===== config.mk =====
export PLATFORM = sky130hd
export DESIGN_NAME = playfair_digram_cipher_core
export DESIGN_NICKNAME = d
export VERILOG_FILES = /design/src/design/pfc_pkg.sv /design/src/design/pfc_lane.sv /design/src/design/pfc_merge.sv /design/src/design/playfair_digram_cipher_core.sv
export SDC_FILE = /design/constraint.sdc
export NUM_CORES = 1
export LEC_CHECK = 0
export BUFFER_PORTS_ARGS = -buffer_cell sky130_fd_sc_hd__buf_2
export CORE_ASPECT_RATIO = 1.75
export CORE_MARGIN = 2
export CORE_UTILIZATION = 40
export CTS_BUF_LIST = sky130_fd_sc_hd__clkbuf_16
export CTS_CLUSTER_DIAMETER = 200
export DETAILED_ROUTE_END_ITERATION = 8
export MAX_ROUTING_LAYER = met4
export PLACE_DENSITY = 0.7
export SETUP_SLACK_MARGIN = 0.3
export SLEW_MARGIN = 20
export SYNTH_ARGS = -nofsm -noshare
export SYNTH_HDL_FRONTEND = slang
export SYNTH_HIERARCHICAL = 1
export SYNTH_SLANG_ARGS = --single-unit

===== constraint.sdc =====
create_clock -name clk_i -period 5.8 [get_ports clk_i]
set_input_delay 0.29 -clock clk_i [delete_from_list [all_inputs] [get_ports clk_i]]
set_output_delay 0.29 -clock clk_i [all_outputs]
set_load 0.02 [all_outputs]

===== src/design/pfc_pkg.sv =====
// Shared types, constants and letter-code helpers for the Playfair digram cipher.
package pfc_pkg;

  localparam int unsigned SIDE    = 5;
  localparam int unsigned CODE_W  = 5;
  localparam int unsigned IDX_W   = 3;
  localparam int unsigned CHAR_W  = 8;
  localparam int unsigned CODES   = 25;

  localparam logic [CHAR_W-1:0] CHAR_A = 8'h41;
  localparam logic [CHAR_W-1:0] CHAR_Z = 8'h5A;
  // Codes at or above this index skip the letter J.
  localparam logic [CODE_W-1:0] CODE_J = 5'd9;

  // Register indexes on the configuration port
  localparam logic [1:0] REG_KEY01 = 2'd0;
  localparam logic [1:0] REG_KEY23 = 2'd1;
  localparam logic [1:0] REG_KEY4  = 2'd2;
  localparam logic [1:0] REG_DIR   = 2'd3;

  // Key square indexed [row][col]
  typedef logic [SIDE-1:0][SIDE-1:0][CODE_W-1:0] key_sq_t;

  // What one lane found for its letter
  typedef struct packed {
    logic             ok;
    logic [IDX_W-1:0] row;
    logic [IDX_W-1:0] col;
  } pos_t;

  // One result word
  typedef struct packed {
    logic              bad;
    logic [CHAR_W-1:0] first;
    logic [CHAR_W-1:0] second;
  } res_t;

  function automatic logic is_letter(input logic [CHAR_W-1:0] c);
    return (c >= CHAR_A) && (c <= CHAR_Z);
  endfunction

  // ASCII letter to square code; J folds onto I
  function automatic logic [CODE_W-1:0] letter_code(input logic [CHAR_W-1:0] c);
    logic [CHAR_W-1:0] v;
    v = c - CHAR_A;
    if (v >= {3'b000, CODE_J}) begin
      v = v - 8'd1;
    end
    return v[CODE_W-1:0];
  endfunction

  function automatic logic [CHAR_W-1:0] code_letter(input logic [CODE_W-1:0] code);
    logic [CHAR_W-1:0] r;
    if (code >= CODE_W'(CODES)) begin
      r = CHAR_Z;
    end else if (code < CODE_J) begin
      r = CHAR_A + {3'b000, code};
    end else begin
      r = CHAR_A + {3'b000, code} + 8'd1;
    end
    return r;
  endfunction

  function automatic logic [IDX_W-1:0] inc5(input logic [IDX_W-1:0] x);
    return (x == IDX_W'(SIDE - 1)) ? '0 : x + IDX_W'(1);
  endfunction

  function automatic logic [IDX_W-1:0] dec5(input logic [IDX_W-1:0] x);
    return (x == '0) ? IDX_W'(SIDE - 1) : x - IDX_W'(1);
  endfunction

endpackage


===== src/design/pfc_lane.sv =====
// Lane: locates one letter in the key square and reports its row and column.
module pfc_lane (
  input  logic [pfc_pkg::CHAR_W-1:0] letter_i,
  input  pfc_pkg::key_sq_t           key_i,
  output pfc_pkg::pos_t              pos_o
);
  import pfc_pkg::*;

  logic [CODE_W-1:0] code;

  assign code = letter_code(letter_i);

  // Scan from the top so the lowest matching position wins; no match leaves 0.
  always_comb begin
    pos_o.ok  = is_letter(letter_i);
    pos_o.row = '0;
    pos_o.col = '0;
    for (int r = SIDE - 1; r >= 0; r--) begin
      for (int c = SIDE - 1; c >= 0; c--) begin
        if (key_i[r][c] == code) begin
          pos_o.row = IDX_W'(r);
          pos_o.col = IDX_W'(c);
        end
      end
    end
  end

endmodule


===== src/design/pfc_merge.sv =====
// Merge stage: applies the row, column or rectangle rule and maps back to letters.
module pfc_merge (
  input  pfc_pkg::pos_t    a_i,
  input  pfc_pkg::pos_t    b_i,
  input  logic             decrypt_i,
  input  pfc_pkg::key_sq_t key_i,
  output pfc_pkg::res_t    res_o
);
  import pfc_pkg::*;

  logic [IDX_W-1:0] ar, ac, br, bc;

  function automatic logic [IDX_W-1:0] stepf(input logic [IDX_W-1:0] x, input logic dec);
    return dec ? dec5(x) : inc5(x);
  endfunction

  always_comb begin
    if (a_i.row == b_i.row) begin
      ar = a_i.row;
      br = b_i.row;
      ac = stepf(a_i.col, decrypt_i);
      bc = stepf(b_i.col, decrypt_i);
    end else if (a_i.col == b_i.col) begin
      ar = stepf(a_i.row, decrypt_i);
      br = stepf(b_i.row, decrypt_i);
      ac = a_i.col;
      bc = b_i.col;
    end else begin
      ar = a_i.row;
      br = b_i.row;
      ac = b_i.col;
      bc = a_i.col;
    end

    res_o.bad = !(a_i.ok && b_i.ok);
    if (res_o.bad) begin
      res_o.first  = '0;
      res_o.second = '0;
    end else begin
      res_o.first  = code_letter(key_i[ar][ac]);
      res_o.second = code_letter(key_i[br][bc]);
    end
  end

endmodule


===== src/design/playfair_digram_cipher_core.sv =====
// Top level of the Playfair digram cipher: config registers, two lanes and merge pipeline.
//
// Usage:
//   Input channel (in_valid_i / in_stall_o) carries one digram word: two ASCII
//   letters. Output channel (out_valid_o / out_stall_i) carries the cipher word:
//   two letters plus bad_letter, which is set (letters zero) if either input
//   byte is outside A-Z. J is read as I.
//   Configuration goes through the APB-style port: 64-bit data, register i at
//   byte address 8*i (key rows 0-1, key rows 2-3, key row 4, direction).
//   Write registers only while no word is in flight.
// Timing:
//   An accepted word passes through two registers: one after the two letter
//   lanes, one after the merge stage, which drives the output. Throughput is
//   one digram per cycle while out_stall_i is low; each lane's 25-way compare
//   and the merge lookup each fit in a single stage.
// Reset:
//   rst_ni clears the config registers and the pipeline valid bits; payload
//   registers keep whatever they hold.
// Backpressure:
//   While out_stall_i holds, the result word stays put; the lane stage takes
//   one more word if it is empty, then in_stall_o rises until the output drains.
module playfair_digram_cipher_core (
  input  logic                       clk_i,
  input  logic                       rst_ni,
  // input channel
  input  logic                       in_valid_i,
  output logic                       in_stall_o,
  input  logic [pfc_pkg::CHAR_W-1:0] first_letter_i,
  input  logic [pfc_pkg::CHAR_W-1:0] second_letter_i,
  // output channel
  output logic                       out_valid_o,
  input  logic                       out_stall_i,
  output logic [pfc_pkg::CHAR_W-1:0] out_first_o,
  output logic [pfc_pkg::CHAR_W-1:0] out_second_o,
  output logic                       bad_letter_o,
  // configuration port
  input  logic                       psel,
  input  logic                       penable,
  input  logic                       pwrite,
  input  logic [4:0]                 paddr,
  input  logic [63:0]                pwdata,
  output logic [63:0]                prdata,
  output logic                       pready
);
  import pfc_pkg::*;

  localparam int unsigned KEY2_W = 2 * SIDE * CODE_W;
  localparam int unsigned KEY1_W = SIDE * CODE_W;

  // Configuration registers
  logic [KEY2_W-1:0] key01_q, key23_q;
  logic [KEY1_W-1:0] key4_q;
  logic              dir_q;

  logic       cfg_wr;
  logic [1:0] cfg_idx;

  assign pready  = 1'b1;
  assign cfg_wr  = psel && penable && pwrite;
  assign cfg_idx = paddr[4:3];

  always_ff @(posedge clk_i or negedge rst_ni) begin
    if (!rst_ni) begin
      key01_q <= '0;
      key23_q <= '0;
      key4_q  <= '0;
      dir_q   <= 1'b0;
    end else if (cfg_wr) begin
      unique case (cfg_idx)
        REG_KEY01: key01_q <= pwdata[KEY2_W-1:0];
        REG_KEY23: key23_q <= pwdata[KEY2_W-1:0];
        REG_KEY4:  key4_q  <= pwdata[KEY1_W-1:0];
        REG_DIR:   dir_q   <= pwdata[0];
        default: ;
      endcase
    end
  end

  always_comb begin
    unique case (cfg_idx)
      REG_KEY01: prdata = {{(64-KEY2_W){1'b0}}, key01_q};
      REG_KEY23: prdata = {{(64-KEY2_W){1'b0}}, key23_q};
      REG_KEY4:  prdata = {{(64-KEY1_W){1'b0}}, key4_q};
      REG_DIR:   prdata = {63'd0, dir_q};
      default:   prdata = '0;
    endcase
  end

  // Unpack the square: rows 0-1, rows 2-3, row 4; code slot (row%2)*5+col, or col in row 4.
  key_sq_t key_sq;

  for (genvar r = 0; r < SIDE; r++) begin : g_row
    for (genvar c = 0; c < SIDE; c++) begin : g_col
      localparam int unsigned OFF = ((r % 2) * SIDE + c) * CODE_W;
      if (r < 2) begin : g_a
        assign key_sq[r][c] = key01_q[OFF +: CODE_W];
      end else if (r < 4) begin : g_b
        assign key_sq[r][c] = key23_q[OFF +: CODE_W];
      end else begin : g_c
        assign key_sq[r][c] = key4_q[c*CODE_W +: CODE_W];
      end
    end
  end

  // Stage 1: one lane per letter
  pos_t lane_a, lane_b;
  pos_t pa_q, pb_q;
  logic s1_valid_q;

  pfc_lane u_lane_a (.letter_i(first_letter_i),  .key_i(key_sq), .pos_o(lane_a));
  pfc_lane u_lane_b (.letter_i(second_letter_i), .key_i(key_sq), .pos_o(lane_b));

  // Stage 2: merge into the output register
  res_t merged, res_q;

  pfc_merge u_merge (
    .a_i      (pa_q),
    .b_i      (pb_q),
    .decrypt_i(dir_q),
    .key_i    (key_sq),
    .res_o    (merged)
  );

  logic s2_load, s1_load;

  // Output register frees when empty or taken; stage 1 loads when empty or when stage 2 can load.
  assign s2_load    = !out_valid_o || !out_stall_i;
  assign s1_load    = !s1_valid_q || s2_load;
  assign in_stall_o = !s1_load;

  always_ff @(posedge clk_i or negedge rst_ni) begin
    if (!rst_ni) begin
      s1_valid_q  <= 1'b0;
      out_valid_o <= 1'b0;
    end else begin
      if (s1_load) begin
        s1_valid_q <= in_valid_i;
      end
      if (s2_load) begin
        out_valid_o <= s1_valid_q;
      end
    end
  end

  // Payload: no reset, advance with the valid bits
  always_ff @(posedge clk_i) begin
    if (s1_load && in_valid_i) begin
      pa_q <= lane_a;
      pb_q <= lane_b;
    end
    if (s2_load && s1_valid_q) begin
      res_q <= merged;
    end
  end

  assign out_first_o  = res_q.first;
  assign out_second_o = res_q.second;
  assign bad_letter_o = res_q.bad;

endmodule


## After elaboration in Yosys (flattened, before gate mapping)

Index checks and enable logic that the tools add are counted.

- $add $sub $neg: 16
- Magnitude comparators: 14
- Equal/unequal tests: 59
- Multiplexer cells: 83
- Bitwise logic cells: 1
- Reductions and logical operators: 35

Operators with widths:

| cell | number |
|---|---|
| 64-bit one-hot mux with 4 select lines | 1 |
| 5-bit == test | 50 |
| 25-bit binary-select mux with 3-bit select | 2 |
| 5-bit 2-to-1 mux | 24 |
| 3-bit 2-to-1 mux | 22 |
| 6-bit 2-to-1 mux | 10 |
| 25-bit 2-to-1 mux | 2 |
| 4-bit 2-to-1 mux | 10 |
| 20-bit OR reduction | 2 |
| 5-bit binary-select mux with 3-bit select | 2 |
| 10-bit OR reduction | 2 |
| 7-bit by 5-bit adder with 8-bit output (first input constant) | 2 |
| 8-bit by 1-bit adder with 8-bit output (second input constant) | 2 |
| 8-bit by 4-bit >= comparator with 1-bit output (second input constant) | 2 |
| 8-bit by 7-bit >= comparator with 1-bit output (second input constant) | 2 |
| 8-bit by 7-bit <= comparator with 1-bit output (second input constant) | 2 |
| 3-bit by 4-bit less-than comparator with 1-bit output (second input constant) | 4 |
| 8-bit 2-to-1 mux | 2 |
| 8-bit by 7-bit subtractor with 8-bit output (second input constant) | 2 |
| 7-bit 2-to-1 mux | 2 |
| 3-bit by 1-bit adder with 3-bit output (second input constant) | 4 |
| 3-bit == test (second input constant) | 4 |
| 3-bit logical NOT | 4 |
| 3-bit by 1-bit subtractor with 3-bit output (second input constant) | 4 |
| 17 further kinds | 45 |

- Register bits: 159
- Logic and storage cells: 233

## Longest topological paths before layout

- Word-level depth: 28
- Mapped depth: 20
- Depth with buffers taken out: 17

## Hierarchy

The synthesis kept the hierarchy.

By module, submodules not included:

| module | instances | cells each | area each (um^2) |
|---|---|---|---|
| playfair_digram_cipher_core | 1 | 466 | 6944.2 |
| pfc_merge | 1 | 649 | 4466.8 |
| pfc_lane at u_lane_b | 1 | 407 | 3163.0 |
| pfc_lane at u_lane_a | 1 | 335 | 2693.8 |

## Worst setup path after synthesis

No wires, ideal clock.

- Path type: flip-flop to flip-flop
- Start point: register pa_q[3] in the netlist's numbering
- End point: register res_q, in the netlist out_first_o[3] (data pin)
- Setup time: 0.270 ns
- Data arrival time: 4.018 ns
- Data required time: 5.530 ns
- Slack: 1.512 ns
- Cell stages (with the launch flop): 17
- Path buffers: 2
- Clock period less this slack: 4.288 ns
- Cells stage by stage: edfxtp_1 > clkbuf_1 > inv_1 > ha_1 > o31ai_1 > a21boi_1 > o31ai_2 > a211oi_1 > o21a_1 > o41ai_1 > and2_1 > buf_2 > ha_1 > xor2_1 > nor4b_2 > xor2_1 > a21oi_1

- Cells in the longest elaborated chain, start to end: 13

Ends and longest elaborated chain:

| what | line | source |
|---|---|---|
| start: declaration | playfair_digram_cipher_core.sv:107 | `pos_t pa_q, pb_q;` |
| start signal: assignment | playfair_digram_cipher_core.sv:148 | `pa_q <= lane_a;` |
| 3-bit by 1-bit adder with 3-bit output, or another cell as far along | pfc_pkg.sv:65 | `return (x == IDX_W'(SIDE - 1)) ? '0 : x + IDX_W'(1);` |
| 3-bit 2-to-1 mux, on equally long branches | pfc_pkg.sv:65, pfc_pkg.sv:69 |  |
| 3-bit 2-to-1 mux | pfc_merge.sv:14 | `return dec ? dec5(x) : inc5(x);` |
| 3-bit 2-to-1 mux | pfc_merge.sv:23 | `end else if (a_i.col == b_i.col) begin` |
| 3-bit 2-to-1 mux | pfc_merge.sv:18 | `if (a_i.row == b_i.row) begin` |
| 25-bit binary-select mux with 3-bit select | pfc_merge.sv:40 | `res_o.first = code_letter(key_i[ar][ac]);` |
| 25-bit 2-to-1 mux (implied by the code) | pfc_merge.sv:40 |  |
| 5-bit binary-select mux with 3-bit select * | pfc_merge.sv:40 |  |
| 5-bit 2-to-1 mux (implied by the code) * | pfc_merge.sv:40 |  |
| 7-bit by 5-bit adder with 8-bit output | pfc_pkg.sv:57, pfc_pkg.sv:59 |  |
| 8-bit by 1-bit adder with 8-bit output | pfc_pkg.sv:59 | `r = CHAR_A + {3'b000, code} + 8'd1;` |
| 8-bit 2-to-1 mux | pfc_pkg.sv:56 | `end else if (code < CODE_J) begin` |
| 7-bit 2-to-1 mux * | pfc_pkg.sv:54 | `if (code >= CODE_W'(CODES)) begin` |
| end signal: assignment | playfair_digram_cipher_core.sv:152 | `res_q <= merged;` |
| end: declaration | playfair_digram_cipher_core.sv:114 | `res_t merged, res_q;` |

Every way passes the cells marked *; elsewhere a longest branch is shown, timed or not. The select of a mux whose other input is x is not followed.
A chain may end at the register's enable or synchronous reset.

## Worst setup path after layout

- Start point: register pa_q[5] in the netlist's numbering
- End point: register res_q, in the netlist out_first_o[3] (data pin)

The elaborated chain is that of the path after synthesis.

==> qor.txt <==
Crit-path slowest cell: edfxtp_1
Clock root buffer: clkbuf_16
Buf/Inv on CP: 2
Total GRT Usage: 0.376
Max Cap Viol: 0
Syn. warnings: 6
Final net count: 2,080
Mux cell area share after synthesis: 0.163
Post-synthesis xor/xnor area fraction: 0.143
DIE AREA: 44,900 µm²
Syn Inst Count: 1,857
Initial core utilization: 0.406
Vias: 16,900
Final ANT Viol Nets: 0
Setup bufs post-CTS: 0
Max_slew headroom: 0.240
Largest net degree at the start of global routing: 70
CTS tree: done
Largest delay share family, worst path: simple AND/OR/NAND/NOR gates
Post-Synth Adder-Cell Area: 0.0217
Req. time, crit path: 5.98 ns
Die width: 161 µm
Register bit total from synthesis: 159
Final Util: 0.447
Starting DRT DRC Count: 1,649
Lkg Pwr: 8.07 nW
Crit start category: flip-flop
Num rows: 100
Share of cells above drive strength 1: 0.234
Pre-antenna DRT Iters: 5
Worst ir drop on vdd: 0.000227 V
Most used DFF post-synth: dfrtp_1
First-pass GRT wire length: 117 mm
Clk slew on worst S/H paths: 0.07 ns
Final Hold Fails: 0
Synth Area in Simple Gates: 0.183
Crit path kind: reg2reg
Final Cycle Share: 0.899
Status: finished, final reports clean
Area Overhead vs Synth: 10.1%
Clock Skew: 0.0151 ns
IO Port Bufs: 143
Largest family of logic cells by synthesized area: compound AO/OA/AOI/OAI gates
Core Region: 42,500 µm²
Gpl congestion: 1.08
Commonest non-fill, non-tap cells in the layout: 143 x nand2_1, 142 x buf_2, 128 x dfrtp_1, 121 x xor2_1, 108 x xnor2_1
RSZ-0062 raised after global routing: false
Vias/cell: 6.67
PD cells: 477 nW/µm²
Slew @ Worst Pin: 1.12 ns
Worst-Skew Late Latency: 0.46 ns
Async set-reset flop share out of synthesis: 0.805
Hold crit path type: in2reg
Synth Cell Area: 17,300 µm²
TritonCTS buffer count: 17
Layout fillers: 4,188
Arrival @ worst endpoint: 5.40 ns
Synth Area per Inst: 9.30 µm²
Die Height: 279 µm
Commonest non-fill, non-tap cell in the layout: nand2_1
Fin Setup TNS: 0 ns
Slew Limit Fails: 0
Final HPWL DP: 62.3 mm
Post-synthesis sequential area ratio: 0.239
Crit-path max FO: 30
Crit end category: flip-flop
Drt total wl: 83.4 mm
Yosys cell types: 124
Cell-by-cell trace of the critical path: xnor2_1 > and3_4 > o21ai_2 > nand2_1 > buf_4 > buf_4 > a211oi_1 > a2111o_1 > a311oi_1 > or2_1 > ha_1 > xor2_1 > nor4b_2 > xor2_1 > a21oi_1
Clock sinks: 159
Clock buffer depth: 2
GRT overflow: 0
Crit path largest cell delay: 0.57 ns
Post-layout min period: 5.21 ns
WL per Instance: 32.9 µm
Vias in the first global route: 15,900
CTS H-Tree Depth: 4
Post-synth EDFFs: 31
Initial antenna violation count: 2
IO Count: 176
Setup violators final: 0
# DRC: 0
Peak Freq: 192 MHz
Compound-Gate Fraction of Synth Area: 0.188
==> final timing paths <==
kind	from	endpoint	slack, ns	cells past startpoint
setup / recovery	pa_q[5]	out_first_o[3]	0.59	15
hold / removal	in_valid_i	s1_valid_q	0.05	2
setup reg to reg	pa_q[5]	out_first_o[3]	0.59	15
hold reg to reg	s1_valid_q	out_valid_o	0.47	1
max in group asynchronous	rst_ni	key4_q[23]	4.07	3
min in group asynchronous	rst_ni	key23_q[14]	0.39	2
==> cell families (layout without fill, tap and decap cells) <==
logic type,Yosys count,after routing
and+or+nand+nor,562,562
AOI/OAI and AO/OA,434,434
xor gates and xnor gates,251,251
muxes,229,229
buffers and inverters,189,289
DFF,159,159
adders and majority gates,30,30
other,3,19
==> per-stage QoR <==
stage | hold WS, ns | area, µm² | power (mW) | setup WS (ns) | instances
after detailed placement | 0.318 | 18400 | 7.67 | 0.646 | 2499
after global routing | 0.0570 | 19000 | 9.39 | 0.295 | 2533
after floorplan | -0.00559 | 17300 | 5.62 | 1.51 | 1871
final | 0.0488 | 19000 | 9.06 | 0.587 | 2534
after CTS | 0.0313 | 19000 | 8.85 | 0.589 | 2532
after global placement | 0.306 | 18400 | 7.58 | 0.649 | 2499
==> layer usage <==
metal | GRT usage | vias up | part of all wire
met4 | 0.324 | 0 | 0.11
met3 | 0.0637 | 401 | 0.074
met5 | - | - | 0
met2 | 0.600 | 1067 | 0.47
li1 | - | 7150 | -
met1 | 0.403 | 8291 | 0.35
==> timing repair <==
action	in CTS	in global routing
resized for setup	0	1
endpoints found under the setup margin	0	1
hold endpoints to repair	59	0
hold buffers	1	0
==> layout make-up <==
cell class	count	area, µm²	area share
antenna	2	5.00	0.000263
inverter	45	169	0.00888
timing repair buffer	212	1250	0.0660
clock inverter	15	155	0.00816
multi-input combinational	1523	12200	0.640
clock buffer	17	425	0.0224
sequential	159	4130	0.217
tap	561	702	0.0369
==> cells in the mapped netlist, types with 8 or more instances <==
cell / count / area, µm²
mux2_2: 76 / 856
nor4bb_1: 8 / 80.1
inv_1: 44 / 165
ha_1: 30 / 375
mux2_4: 50 / 751
nor2_1: 70 / 263
xnor2_1: 108 / 946
a211oi_1: 35 / 263
o2111ai_1: 13 / 114
xor2_1: 121 / 1060
dfrtp_1: 128 / 3200
o21a_1: 10 / 75.1
mux4_2: 11 / 248
nand4_1: 33 / 206
o31ai_1: 15 / 113
a31oi_1: 34 / 213
o21ai_1: 13 / 65.1
buf_2: 57 / 285
o31a_1: 9 / 78.8
o21ai_0: 67 / 335
nor2b_1: 15 / 93.8
nand2_1: 143 / 537
nand2b_1: 15 / 93.8
and3_1: 20 / 125
a21o_1: 12 / 90.1
mux2i_1: 83 / 831
a21oi_1: 64 / 320
o22ai_1: 8 / 50.1
a21boi_0: 8 / 60.1
nand3_1: 60 / 300
buf_6: 18 / 203
nor4_1: 17 / 106
nor3_1: 60 / 300
a221oi_1: 10 / 87.6
and2_1: 9 / 56.3
o211ai_1: 14 / 105
or3_1: 21 / 131
buf_4: 32 / 240
or4_1: 18 / 135
clkbuf_1: 30 / 113
a22o_1: 10 / 87.6
xnor3_1: 17 / 383
edfxtp_1: 31 / 931
==> flip-flops by register name (all words and copies together), names as in the netlist <==
| name | cells |
|---|---|
| key01_q | 50 |
| key23_q | 50 |
| key4_q | 25 |
| out_first_o | 8 |
| out_second_o | 8 |
| pa_q | 7 |
| pb_q | 7 |
| bad_letter_o | 1 |
| dir_q | 1 |
| out_valid_o | 1 |
| s1_valid_q | 1 |
==> where the power goes <==
group / switching, mW / internal (mW)
Clock: 0.551 / 0.607
Sequential: 1.06 / 1.40
Combinational: 3.27 / 2.18
Power figures use the tool's default switching activity.
